[config.mk]
export PLATFORM = sky130hd
export DESIGN_NAME = spatio_temporal_dither_12to8_core
export DESIGN_NICKNAME = d
export VERILOG_FILES = /design/src/hdl/stdth_pkg.sv /design/src/hdl/stdth_ram.sv /design/src/hdl/stdth_lane.sv /design/src/hdl/spatio_temporal_dither_12to8_core.sv
export SDC_FILE = /design/constraint.sdc
export NUM_CORES = 2
export LEC_CHECK = 0
export ABC_AREA = 1
export BUFFER_PORTS_ARGS = -buffer_cell sky130_fd_sc_hd__buf_2
export CORE_MARGIN = 1
export CORE_UTILIZATION = 55
export DETAILED_ROUTE_END_ITERATION = 10
export PLACE_DENSITY = 0.78
export SETUP_SLACK_MARGIN = 0.02
export SLEW_MARGIN = 25
export SYNTH_ARGS = -nofsm -noshare
export SYNTH_HDL_FRONTEND = slang
export SYNTH_HIERARCHICAL = 1
export SYNTH_SLANG_ARGS = --single-unit
[constraint.sdc]
create_clock -name clk -period 23 [get_ports clk]
set_clock_uncertainty 0.2 [all_clocks]
set_input_delay 2.3 -clock clk [delete_from_list [all_inputs] [get_ports clk]]
set_output_delay 2.3 -clock clk [all_outputs]
set_load 0.02 [all_outputs]
[src/hdl/stdth_pkg.sv]
package stdth_pkg;

  localparam int CH_W         = 12;
  localparam int OUT_W        = 8;
  localparam int DROP_BITS    = 4;
  localparam int PAIR_W       = 2;
  localparam int NUM_COLORS   = 3;
  localparam int NUM_FRAMES   = 4;
  localparam int SPAT_W       = PAIR_W * NUM_COLORS;

  localparam int LINE_WIDTH_W = 11;
  localparam int CFG_DATA_W   = 11;
  localparam int REG_INDEX_W  = 2;

  localparam logic [LINE_WIDTH_W-1:0] LINE_WIDTH_RESET = 11'd64;

  localparam logic [REG_INDEX_W-1:0] REG_LINE_WIDTH      = 2'd0;
  localparam logic [REG_INDEX_W-1:0] REG_SCRAMBLE_ENABLE = 2'd1;
  localparam logic [REG_INDEX_W-1:0] REG_SWAP_BIT_ROLES  = 2'd2;

  typedef struct packed {
    logic [CH_W-1:0] red_in;
    logic [CH_W-1:0] green_in;
    logic [CH_W-1:0] blue_in;
    logic            frame_start;
  } in_t;

  typedef struct packed {
    logic [OUT_W-1:0] f0_red;
    logic [OUT_W-1:0] f0_green;
    logic [OUT_W-1:0] f0_blue;
    logic [OUT_W-1:0] f1_red;
    logic [OUT_W-1:0] f1_green;
    logic [OUT_W-1:0] f1_blue;
    logic [OUT_W-1:0] f2_red;
    logic [OUT_W-1:0] f2_green;
    logic [OUT_W-1:0] f2_blue;
    logic [OUT_W-1:0] f3_red;
    logic [OUT_W-1:0] f3_green;
    logic [OUT_W-1:0] f3_blue;
  } out_t;

endpackage

[src/hdl/stdth_ram.sv]
module stdth_ram #(
  parameter int WIDTH = 8,
  parameter int DEPTH = 16,
  localparam int ADDR_W = (DEPTH > 1) ? $clog2(DEPTH) : 1
) (
  input  logic                 clk,
  input  logic                 we,
  input  logic [ADDR_W-1:0]    waddr,
  input  logic [WIDTH-1:0]     wdata,
  input  logic                 re,
  input  logic [ADDR_W-1:0]    raddr,
  output logic [WIDTH-1:0]     rdata
);

  logic [WIDTH-1:0] mem [DEPTH];

  always_ff @(posedge clk) begin
    if (we) begin
      mem[waddr] <= wdata;
    end
    if (re) begin
      rdata <= mem[raddr];
    end
  end

endmodule

[src/hdl/stdth_lane.sv]
module stdth_lane (
  input  logic [stdth_pkg::OUT_W-1:0]  base,
  input  logic [stdth_pkg::PAIR_W-1:0] temp,
  input  logic [stdth_pkg::PAIR_W-1:0] spat,
  input  logic [1:0]                   start,
  input  logic [1:0]                   q,
  output logic [stdth_pkg::NUM_FRAMES-1:0][stdth_pkg::OUT_W-1:0] val
);

  logic [1:0]                  kk;
  logic [1:0]                  d;
  logic [1:0]                  qk;
  logic                        tadd;
  logic                        sadd;
  logic [stdth_pkg::OUT_W:0]   sum;

  always_comb begin
    kk   = '0;
    d    = '0;
    qk   = '0;
    tadd = 1'b0;
    sadd = 1'b0;
    sum  = '0;
    val  = '0;
    for (int k = 0; k < stdth_pkg::NUM_FRAMES; k++) begin
      kk = 2'(k);
      d  = kk - start;
      qk = q - kk;
      case (temp)
        2'd1: tadd = (d == 2'd0);
        2'd2: tadd = (d == 2'd0) || (d == 2'd2);
        2'd3: tadd = (d != 2'd3);
        default: tadd = 1'b0;
      endcase
      case (spat)
        2'd1: sadd = (q == kk);
        2'd2: sadd = kk[0] ? ((q == 2'd1) || (q == 2'd2)) : ((q == 2'd0) || (q == 2'd3));
        2'd3: sadd = (qk != 2'd3);
        default: sadd = 1'b0;
      endcase
      sum = {1'b0, base} + {{stdth_pkg::OUT_W{1'b0}}, tadd}
          + {{stdth_pkg::OUT_W{1'b0}}, sadd};
      val[k] = sum[stdth_pkg::OUT_W] ? {stdth_pkg::OUT_W{1'b1}} : sum[stdth_pkg::OUT_W-1:0];
    end
  end

endmodule

[src/hdl/spatio_temporal_dither_12to8_core.sv]
// A pixel's result passes through the stage 1 registers and then the output register.
// Throughput: one pixel per clock unless dith_ready holds the output; the line store RAM
// takes one write or one read per pixel, so the pipeline never stalls on its own.
// Reset (rst, synchronous): config back to width 64, scramble and swap on;
// column, row phase, tile corner and pipeline valids cleared; line store kept.
module spatio_temporal_dither_12to8_core #(
  parameter int MAX_WIDTH = 1024
) (
  input  logic                                 clk,
  input  logic                                 rst,
  input  logic                                 pix_valid,
  output logic                                 pix_ready,
  input  stdth_pkg::in_t                       pix_data,
  output logic                                 dith_valid,
  input  logic                                 dith_ready,
  output stdth_pkg::out_t                      dith_data,
  input  logic                                 cfg_we,
  input  logic [stdth_pkg::REG_INDEX_W-1:0]    cfg_index,
  input  logic [stdth_pkg::CFG_DATA_W-1:0]     cfg_wdata
);

  localparam int CW    = (MAX_WIDTH > 2) ? $clog2(MAX_WIDTH) : 1;
  localparam int DEPTH = MAX_WIDTH / 2;
  localparam int AW    = (DEPTH > 1) ? $clog2(DEPTH) : 1;
  localparam int EW    = (CW + 1 > stdth_pkg::LINE_WIDTH_W) ? CW + 1 : stdth_pkg::LINE_WIDTH_W;
  localparam logic [EW-1:0] WIDTH_LIM = EW'(MAX_WIDTH - (MAX_WIDTH % 2));
  localparam logic [EW-1:0] WIDTH_MIN = EW'(2);
  localparam int NC  = stdth_pkg::NUM_COLORS;
  localparam int PW  = stdth_pkg::PAIR_W;
  localparam int OW  = stdth_pkg::OUT_W;
  localparam int SW  = stdth_pkg::SPAT_W;

  // config registers
  logic [stdth_pkg::LINE_WIDTH_W-1:0] line_width;
  logic                               scramble_enable;
  logic                               swap_bit_roles;

  always_ff @(posedge clk) begin
    if (rst) begin
      line_width      <= stdth_pkg::LINE_WIDTH_RESET;
      scramble_enable <= 1'b1;
      swap_bit_roles  <= 1'b1;
    end else if (cfg_we) begin
      case (cfg_index)
        stdth_pkg::REG_LINE_WIDTH:      line_width      <= cfg_wdata[stdth_pkg::LINE_WIDTH_W-1:0];
        stdth_pkg::REG_SCRAMBLE_ENABLE: scramble_enable <= cfg_wdata[0];
        stdth_pkg::REG_SWAP_BIT_ROLES:  swap_bit_roles  <= cfg_wdata[0];
        default: ;
      endcase
    end
  end

  logic [EW-1:0] width_even;
  logic [EW-1:0] eff_width;

  assign width_even = EW'({line_width[stdth_pkg::LINE_WIDTH_W-1:1], 1'b0});
  assign eff_width  = (width_even < WIDTH_MIN) ? WIDTH_MIN :
                      (width_even > WIDTH_LIM) ? WIDTH_LIM : width_even;

  // position state
  logic [CW-1:0] column_count;
  logic [1:0]    row_phase;
  logic [SW-1:0] tile_corner_bits;

  logic          accept;
  logic          adv_out;
  logic          s1_valid;

  logic [CW-1:0] col;
  logic [1:0]    row;
  logic [EW-1:0] col_inc;
  logic [CW-1:0] tile_full;
  logic [AW-1:0] tile_idx;
  logic          corner_write;
  logic          store_read;

  logic [NC-1:0][stdth_pkg::CH_W-1:0] ch;
  logic [NC-1:0][OW-1:0]              base_c;
  logic [NC-1:0][PW-1:0]              temp_c;
  logic [NC-1:0][1:0]                 start_c;
  logic [NC-1:0][1:0]                 q_c;
  logic [SW-1:0]                      own_spat;
  logic [1:0]                         pos;

  assign adv_out   = !dith_valid || dith_ready;
  assign pix_ready = !s1_valid || adv_out;
  assign accept    = pix_valid && pix_ready;

  assign col     = pix_data.frame_start ? '0 : column_count;
  assign row     = pix_data.frame_start ? 2'd0 : row_phase;
  assign col_inc = EW'(col) + EW'(1);
  assign pos     = {row[0], col[0]};

  assign ch = {pix_data.blue_in, pix_data.green_in, pix_data.red_in};

  always_comb begin
    for (int c = 0; c < NC; c++) begin
      base_c[c]         = ch[c][stdth_pkg::CH_W-1:stdth_pkg::DROP_BITS];
      temp_c[c]         = swap_bit_roles ? ch[c][PW-1:0] : ch[c][2*PW-1:PW];
      own_spat[PW*c+:PW] = swap_bit_roles ? ch[c][2*PW-1:PW] : ch[c][PW-1:0];
      start_c[c]        = row + col[1:0] + (scramble_enable ? 2'(c) : 2'd0);
      q_c[c]            = pos - (scramble_enable ? 2'(c) : 2'd0);
    end
  end

  assign tile_full    = col >> 1;
  assign tile_idx     = (tile_full >= CW'(DEPTH)) ? AW'(DEPTH - 1) : AW'(tile_full);
  assign corner_write = accept && !row[0] && !col[0];
  assign store_read   = accept && row[0];

  always_ff @(posedge clk) begin
    if (rst) begin
      column_count     <= '0;
      row_phase        <= 2'd0;
      tile_corner_bits <= '0;
    end else if (accept) begin
      if (col_inc >= eff_width) begin
        column_count <= '0;
        row_phase    <= row + 2'd1;
      end else begin
        column_count <= CW'(col_inc);
        row_phase    <= row;
      end
      if (corner_write) begin
        tile_corner_bits <= own_spat;
      end
    end
  end

  logic [SW-1:0] store_rdata;

  stdth_ram #(
    .WIDTH (SW),
    .DEPTH (DEPTH)
  ) u_line_store (
    .clk   (clk),
    .we    (corner_write),
    .waddr (tile_idx),
    .wdata (own_spat),
    .re    (store_read),
    .raddr (tile_idx),
    .rdata (store_rdata)
  );

  // stage 1
  logic [NC-1:0][OW-1:0] s1_base;
  logic [NC-1:0][PW-1:0] s1_temp;
  logic [NC-1:0][1:0]    s1_start;
  logic [NC-1:0][1:0]    s1_q;
  logic [SW-1:0]         s1_corner;
  logic                  s1_odd;

  always_ff @(posedge clk) begin
    if (rst) begin
      s1_valid <= 1'b0;
    end else if (pix_ready) begin
      s1_valid <= pix_valid;
    end
  end

  always_ff @(posedge clk) begin
    if (accept) begin
      s1_base   <= base_c;
      s1_temp   <= temp_c;
      s1_start  <= start_c;
      s1_q      <= q_c;
      s1_corner <= corner_write ? own_spat : tile_corner_bits;
      s1_odd    <= row[0];
    end
  end

  // stage 2
  logic [SW-1:0] spat_all;
  logic [NC-1:0][stdth_pkg::NUM_FRAMES-1:0][OW-1:0] lane_val;
  stdth_pkg::out_t dith_next;

  assign spat_all = s1_odd ? store_rdata : s1_corner;

  for (genvar c = 0; c < NC; c++) begin : g_lane
    stdth_lane u_lane (
      .base  (s1_base[c]),
      .temp  (s1_temp[c]),
      .spat  (spat_all[PW*c+:PW]),
      .start (s1_start[c]),
      .q     (s1_q[c]),
      .val   (lane_val[c])
    );
  end

  always_comb begin
    dith_next.f0_red   = lane_val[0][0];
    dith_next.f0_green = lane_val[1][0];
    dith_next.f0_blue  = lane_val[2][0];
    dith_next.f1_red   = lane_val[0][1];
    dith_next.f1_green = lane_val[1][1];
    dith_next.f1_blue  = lane_val[2][1];
    dith_next.f2_red   = lane_val[0][2];
    dith_next.f2_green = lane_val[1][2];
    dith_next.f2_blue  = lane_val[2][2];
    dith_next.f3_red   = lane_val[0][3];
    dith_next.f3_green = lane_val[1][3];
    dith_next.f3_blue  = lane_val[2][3];
  end

  always_ff @(posedge clk) begin
    if (rst) begin
      dith_valid <= 1'b0;
    end else if (adv_out) begin
      dith_valid <= s1_valid;
    end
  end

  always_ff @(posedge clk) begin
    if (adv_out && s1_valid) begin
      dith_data <= dith_next;
    end
  end

endmodule

# Word level (Yosys, flattened, before mapping)
# Memory sizes are Yosys's and may differ from the RTL's. A register that Yosys moved wholly into a read port is not among the register bits.
# Cells that the tools add are included.
[totals]
out_inout_bits = 98
latchBits = 0
n_memories = 1
mem_bits_ro = 0
in_bits = 55
regBits = 178
ramBits = 3072
wordCells = 247
[memory_table]
columns = ["name", "depth", "width", "rd", "rd_clocked_by_memory_dff", "wr", "line_no", "rtl"]
rows = [
  ["u_line_store.mem", 512, 6, 1, 1, 1, "stdth_ram.sv:15", "logic [WIDTH-1:0] mem [DEPTH];"],
]
[op_classes]
n_eq_ne = 65
n_mul = 0
magnitude_cmp = 4
n_div = 0
bitwise_logic = 0
reduce_logical = 48
n_shift = 0
n_addsub = 52
muxes = 43
[op_table]
columns = ["operator", "n"]
rows = [
  ["adder 8 x 1 -> 9 bit", 12],
  ["adder 9 x 1 -> 9 bit", 12],
  ["one-hot mux 1 bit (3 select lines)", 24],
  ["== test 2 bit (second input constant)", 31],
  ["!= test 2 bit (second input constant)", 24],
  ["logical NOT 2 bit", 16],
  ["two-way mux 11 bit", 2],
  ["== test 2 x 1 -> 1 bit (second input constant)", 10],
  ["logical OR 1 bit", 20],
  ["two-way mux 10 bit", 2],
  ["two-way mux 2 bit", 9],
  ["two-way mux 6 bit", 2],
  ["subtractor 1 x 2 -> 2 bit (first input constant)", 6],
  ["subtractor 2 bit (first input constant)", 6],
  ["subtractor 2 bit (second input constant)", 6],
  ["adder 10 x 1 -> 11 bit (second input constant)", 1],
  [">= comparator 11 bit", 1],
  ["greater-than comparator 11 bit (second input constant)", 1],
  ["less-than comparator 11 x 2 -> 1 bit (second input constant)", 1],
  [">= comparator 9 x 10 -> 1 bit (second input constant)", 1],
  ["two-way mux 9 bit", 1],
  ["adder 2 bit", 3],
  ["AND reduction 2 bit", 3],
  ["subtractor 2 x 1 -> 2 bit (second input constant)", 3],
  ["other kinds (6)", 15],
]

# Depth between registers and ports, before layout
[logic_depth]
ltp_word = 8
depth_mapped = 21
ltp_nobuf = 21

# Hierarchy
# Netlist, hierarchy kept.
[modules_own_cells]
columns = ["mod", "area_per_inst_um2", "seq_area_each_um2", "n_inst", "cells_each"]
rows = [
  ["stdth_ram", 125476.6, 92428.6, 1, 10592],
  ["spatio_temporal_dither_12to8_core", 6567.5, 4904.7, 1, 501],
  ["stdth_lane at g_lane[0].u_lane ...", 953.4, 0.0, 2, 175],
  ["stdth_lane at g_lane[1].u_lane", 958.4, 0.0, 1, 175],
]

# Worst setup path before layout
# No wires, ideal clock.
[synth_path]
path_type = "input -> register"
start = "input pix_data[25] (netlist bit)"
end = "memory u_line_store/mem[0][0] (netlist bit), data pin"
cell_stages = 2
t_arrival_ns = 16.025
setup_ns = 2.959
path_slack_ns = 3.816
required_time_ns = 19.841
n_path_buf = 0
cell_sequence = "nor2_1 a21oi_1"
[synth_between]
elab_chain_len = 1
[synth_rtl]
columns = ["item", "line_no", "rtl"]
rows = [
  ["start: declaration", "spatio_temporal_dither_12to8_core.sv:13", "input stdth_pkg::in_t pix_data,"],
  ["two-way mux 2 bit", "spatio_temporal_dither_12to8_core.sv:100", "own_spat[PW*c+:PW] = swap_bit_roles ? ch[c][2*PW-1:PW] : ch[c][PW-1:0];"],
  ["named net own_spat[0]", "spatio_temporal_dither_12to8_core.sv:82", "logic [SW-1:0] own_spat;"],
  ["end: declaration", "stdth_ram.sv:15", ""],
]
# The timed path passes the listed nets, and every way through them passes these cells.

# Worst setup path after layout
[layout_path]
start = "input pix_data[0] (netlist bit)"
end = "register u_line_store.rdata[2] (read register of u_line_store.mem), data pin"
[layout_between]
elab_chain_len = 3
elab_cells_between_ends = 5
cone_classes = "order compare: 1; mux: 3; reduce/logical: 1"
[layout_rtl]
columns = ["item", "line_no", "rtl"]
rows = [
  ["two-way mux 10 bit (*)", "spatio_temporal_dither_12to8_core.sv:89", "assign col = pix_data.frame_start ? '0 : column_count;"],
  ["named net col[2]", "spatio_temporal_dither_12to8_core.sv:69", "logic [CW-1:0] col;"],
  [">= comparator 9 x 10 -> 1 bit", "spatio_temporal_dither_12to8_core.sv:107", "assign tile_idx = (tile_full >= CW'(DEPTH)) ? AW'(DEPTH - 1) : AW'(tile_full);"],
  ["two-way mux 9 bit (*)", "spatio_temporal_dither_12to8_core.sv:107", ""],
  ["end: declaration", "stdth_ram.sv:12", "output logic [WIDTH-1:0] rdata"],
]
# The timed path passes the listed nets; every way through them passes the cells marked *.
# A chain may end at the register's enable or synchronous reset.

==> implementation parameters <==
Parameter                              Value

Status
  Status    completed

Die
  Horiz. Die Dim    497 µm
  Die extent in y    497 µm
  Site row count    about 180
  Area of the core region    243000 µm²
  Die area    247000 µm²
  # IOs    153
  Effective utilization at floorplan    0.554

Synth
  Netlist area before placement    between 100000 and 150000 µm²
  Yosys warning total    6
  Mean area per synthesized cell    11.6 µm²
  Post-Synthesis Net Count    about 12000
  #FFs+latches synth    3252
  Sequential share of the synthesized area    0.721
  Leading register cell type out of synthesis    sky130_fd_sc_hd__edfxtp_1
  Async set or reset register ratio after synthesis    0
  Count of distinct cell types in the synthesized netlist    41
  Synthesized instance count    11600
  Post-synth EDFFs    3220

STA
  Final count of hold timing violations    0
  Share of the cycle needed by the critical path after routing    0.335
  Timing-limited maximum frequency    130 MHz
  Count of endpoints failing setup in the final report    0
  Count of final max-slew check failures    0
  Final setup margin    approximately 15 ns
  Sum of negative setup slack    0 ns
  RSZ-0062 raised after global routing    false
  Post-route minimum period    roughly 7.7 ns
  Worst Tran Pin Value    around 1.2 ns
  Headroom to the max-slew limit    0.210
  Min Hold Slack    0.274 ns

Cells and area
  Layout area overhead    9.08%
  Fin nets    11600
  Share of post-route cells with drive strength above 1    0.0700
  Post-layout utilization of the core    0.604

Flow run
  Max-cap violations    0

Clocking
  TritonCTS clock tree    built
  Clock latency reported for the late side of the worst-skew pair    0.96 ns
  Clock sinks    3252
  Number of resized instances in the post-cts repair step    0
  Total of hold buffers inserted after clock tree synthesis    0
  Post-CTS Setup Inserts    0
  Deepest level of the CTS H-tree    5
  Maximum number of buffers from clock root to sink    4
  Root buffer cell    sky130_fd_sc_hd__clkbuf_16
  Clock slew at reported path FFs    0.06 ns
  Number of buffers inserted during clock tree synthesis    328

Setup path
  Worst EP required    ~24 ns
  Largest fanout of any net on the critical path    134
  Crit end category    flop
  Cells on worst reg2reg path    17
  Startpoint kind of the worst setup timing path    primary input
  WS Path Type    primary input to flop
  Arrival time reported for the critical path endpoint    8.23 ns

Global routing
  Wire length of the first global-routing pass    between 500 and 600 mm
  Antenna violations before repair    12
  Global route overflow    0
  Overall fraction of global-route tracks in use    0.280
  Largest net degree at the start of global routing    224
  Number of global-route vias before repair    88600

Drt
  Via-per-instance ratio    a little over 6
  Vias    92500
  Drt first pass iters    8
  ANT nets after route    0
  Total DRC errors in the routed layout    0
  Total Routed Length    353 mm
  WL per Instance    23.7 µm
  Initial drt markers    14300

Power
  Highest ir drop seen on vdd    approximately 0.000076 V
  Pleak    between 0.05 and 0.06 µW
  Pwr dens    82.2 nW/µm²

Placed design
  Routability-driven placement congestion ratio    roughly 0.90
  Setup WS pre-CTS    14.40 ns
  Total half-perimeter wirelength after legalization and detailed placement    194 mm
  Number of buffer cells added on primary ports    152

Min path
  Hold WC Path Type    flop to flop
  Instance count along the most critical hold path    2
metal layers:
layer / GRT usage / wire length [µm] / vias to the layer above
met3: 0.0539 / 42300 / 1127
met4: 0.146 / 19900 / 8
li1: - / - / 40700
met5: 0 / 54 / -
met1: 0.371 / 127000 / 44300
met2: 0.440 / 164000 / 6381
cell families after synthesis:
kind of cell / Yosys count / synth area share
muxes: 6 / 0.000501
xor gates and xnor gates: 7 / 0.000510
adders and majority gates: 53 / 0.00558
AOI/OAI and AO/OA: 134 / 0.00541
buffers and inverters: 956 / 0.0345
and+or+nand+nor: 7210 / 0.232
DFF: 3252 / 0.721
cells in the final DEF, fill, tap and decap left out, types with 7 or more instances in the layout:
cell type                    instances
sky130_fd_sc_hd__a21oi_1            29
sky130_fd_sc_hd__a21oi_4             7
sky130_fd_sc_hd__buf_12             11
sky130_fd_sc_hd__buf_2             152
sky130_fd_sc_hd__buf_4              95
sky130_fd_sc_hd__buf_6              14
sky130_fd_sc_hd__bufinv_16          22
sky130_fd_sc_hd__clkbuf_1           78
sky130_fd_sc_hd__clkbuf_16         333
sky130_fd_sc_hd__clkinv_1           55
sky130_fd_sc_hd__clkinv_2           57
sky130_fd_sc_hd__clkinvlp_4          7
sky130_fd_sc_hd__dfxtp_1            32
sky130_fd_sc_hd__diode_2             8
sky130_fd_sc_hd__edfxtp_1         3220
sky130_fd_sc_hd__fa_1               12
sky130_fd_sc_hd__ha_1               41
sky130_fd_sc_hd__inv_1             163
sky130_fd_sc_hd__inv_2               9
sky130_fd_sc_hd__nand2_1          3359
sky130_fd_sc_hd__nand2_2            17
sky130_fd_sc_hd__nand2_4            19
sky130_fd_sc_hd__nand3_1          3170
sky130_fd_sc_hd__nor2_1            590
sky130_fd_sc_hd__nor2_4             18
sky130_fd_sc_hd__nor3_1              9
sky130_fd_sc_hd__o211ai_1            9
sky130_fd_sc_hd__o21ai_0            66
sky130_fd_sc_hd__o21ai_1             9
path summary, 6_finish.rpt:
kind / slack, ns / start / to
worst min register to register: 0.27 / tile_corner_bits[5] / tile_corner_bits[5]
worst max-delay path: 15.29 / pix_data[0] / u_line_store/rdata[2]
worst max register to register: 16.68 / column_count[1] / u_line_store/rdata[0]
worst min-delay path: 0.27 / tile_corner_bits[5] / tile_corner_bits[5]
sequential cells by signal, indices dropped and copies added, names as in the netlist, 2 cells and up:
register / cells
dith_data: 96
tile_corner_bits: 6
line_width: 10
u_line_store/rdata: 6
s1_q: 5
s1_temp: 6
s1_base: 24
row_phase: 2
s1_start: 5
u_line_store/mem: 3072
s1_corner: 6
column_count: 10
layout make-up:
class / count / area (µm²)
repair buffers: 273 / 1880
flip-flops and latches: 3252 / 97300
inverters: 182 / 744
well taps: 3202 / 4010
diodes: 8 / 20.0
clock inverters: 151 / 1330
multi-input cells: 7410 / 33200
clock buffers: 415 / 8670
fillers: 17800 / 96300
critical path, stage by stage:
cell and delay, ns:
sky130_fd_sc_hd__buf_2 0.27, sky130_fd_sc_hd__inv_4 0.15, sky130_fd_sc_hd__nand2_2 0.15, sky130_fd_sc_hd__inv_8 0.18, sky130_fd_sc_hd__inv_8 0.65, sky130_fd_sc_hd__buf_4 0.85
sky130_fd_sc_hd__buf_6 0.73, sky130_fd_sc_hd__buf_4 0.91, sky130_fd_sc_hd__nand3_1 0.21, sky130_fd_sc_hd__nand3_1 0.16, sky130_fd_sc_hd__nand3_1 0.09, sky130_fd_sc_hd__nand3_1 0.19
sky130_fd_sc_hd__nand3_1 0.16, sky130_fd_sc_hd__nand3_1 0.33, sky130_fd_sc_hd__nand3_1 0.32, sky130_fd_sc_hd__nand3_1 0.18, sky130_fd_sc_hd__nand2_1 0.05
cell usage after synthesis (2+ instances only):
cell type / count / share of area
sky130_fd_sc_hd__inv_1: 165 / 0.0046
sky130_fd_sc_hd__nand2_4: 4 / 0.00033
sky130_fd_sc_hd__ha_1: 41 / 0.0038
sky130_fd_sc_hd__buf_2: 429 / 0.016
sky130_fd_sc_hd__nand3b_1: 5 / 0.00028
sky130_fd_sc_hd__o22ai_1: 6 / 0.00028
sky130_fd_sc_hd__nand3_1: 3170 / 0.12
sky130_fd_sc_hd__a21oi_2: 2 / 0.00013
sky130_fd_sc_hd__buf_4: 82 / 0.0046
sky130_fd_sc_hd__nor2_2: 4 / 0.00019
sky130_fd_sc_hd__a21oi_1: 36 / 0.0013
sky130_fd_sc_hd__buf_1: 85 / 0.0024
sky130_fd_sc_hd__buf_6: 26 / 0.0022
sky130_fd_sc_hd__dfxtp_1: 32 / 0.0047
sky130_fd_sc_hd__o21ai_2: 5 / 0.00032
sky130_fd_sc_hd__clkinv_1: 3 / 0.000083
sky130_fd_sc_hd__nand2_2: 17 / 0.00079
sky130_fd_sc_hd__xnor2_1: 2 / 0.00013
sky130_fd_sc_hd__or2_2: 2 / 0.000093
sky130_fd_sc_hd__nand3_2: 5 / 0.00037
sky130_fd_sc_hd__mux2_2: 6 / 0.00050
sky130_fd_sc_hd__edfxtp_1: 3220 / 0.72
sky130_fd_sc_hd__nand4_1: 3 / 0.00014
sky130_fd_sc_hd__nand2_1: 3374 / 0.094
sky130_fd_sc_hd__o21ai_1: 9 / 0.00033
sky130_fd_sc_hd__clkbuf_1: 150 / 0.0042
sky130_fd_sc_hd__nor3_1: 15 / 0.00056
sky130_fd_sc_hd__nor2_1: 595 / 0.017
sky130_fd_sc_hd__nor2_4: 14 / 0.0012
sky130_fd_sc_hd__inv_2: 12 / 0.00033
sky130_fd_sc_hd__o21ai_0: 66 / 0.0024
sky130_fd_sc_hd__o211ai_1: 9 / 0.00050
sky130_fd_sc_hd__xor2_1: 4 / 0.00026
sky130_fd_sc_hd__fa_1: 12 / 0.0018
sky130_fd_sc_hd__inv_4: 2 / 0.000093
where the power goes:
group | switching [µW] | internal [µW] | total (µW)
combinational | 335 | 78.3 | 413
clock | 2160 | 2910 | 5060
sequential | 13.8 | 6600 | 6620
per-stage QoR:
step / instance area, µm² / instances / power [µW]
floorplan: 135000 / 11600 / 7110
global placement: 137000 / 14300 / 7140
detailed placement: 137000 / 14300 / 7150
CTS: 147000 / 14900 / 12100
global route: 147000 / 14900 / 12400
finish: 147000 / 14900 / 12100
Power figures use the tool's default switching activity.
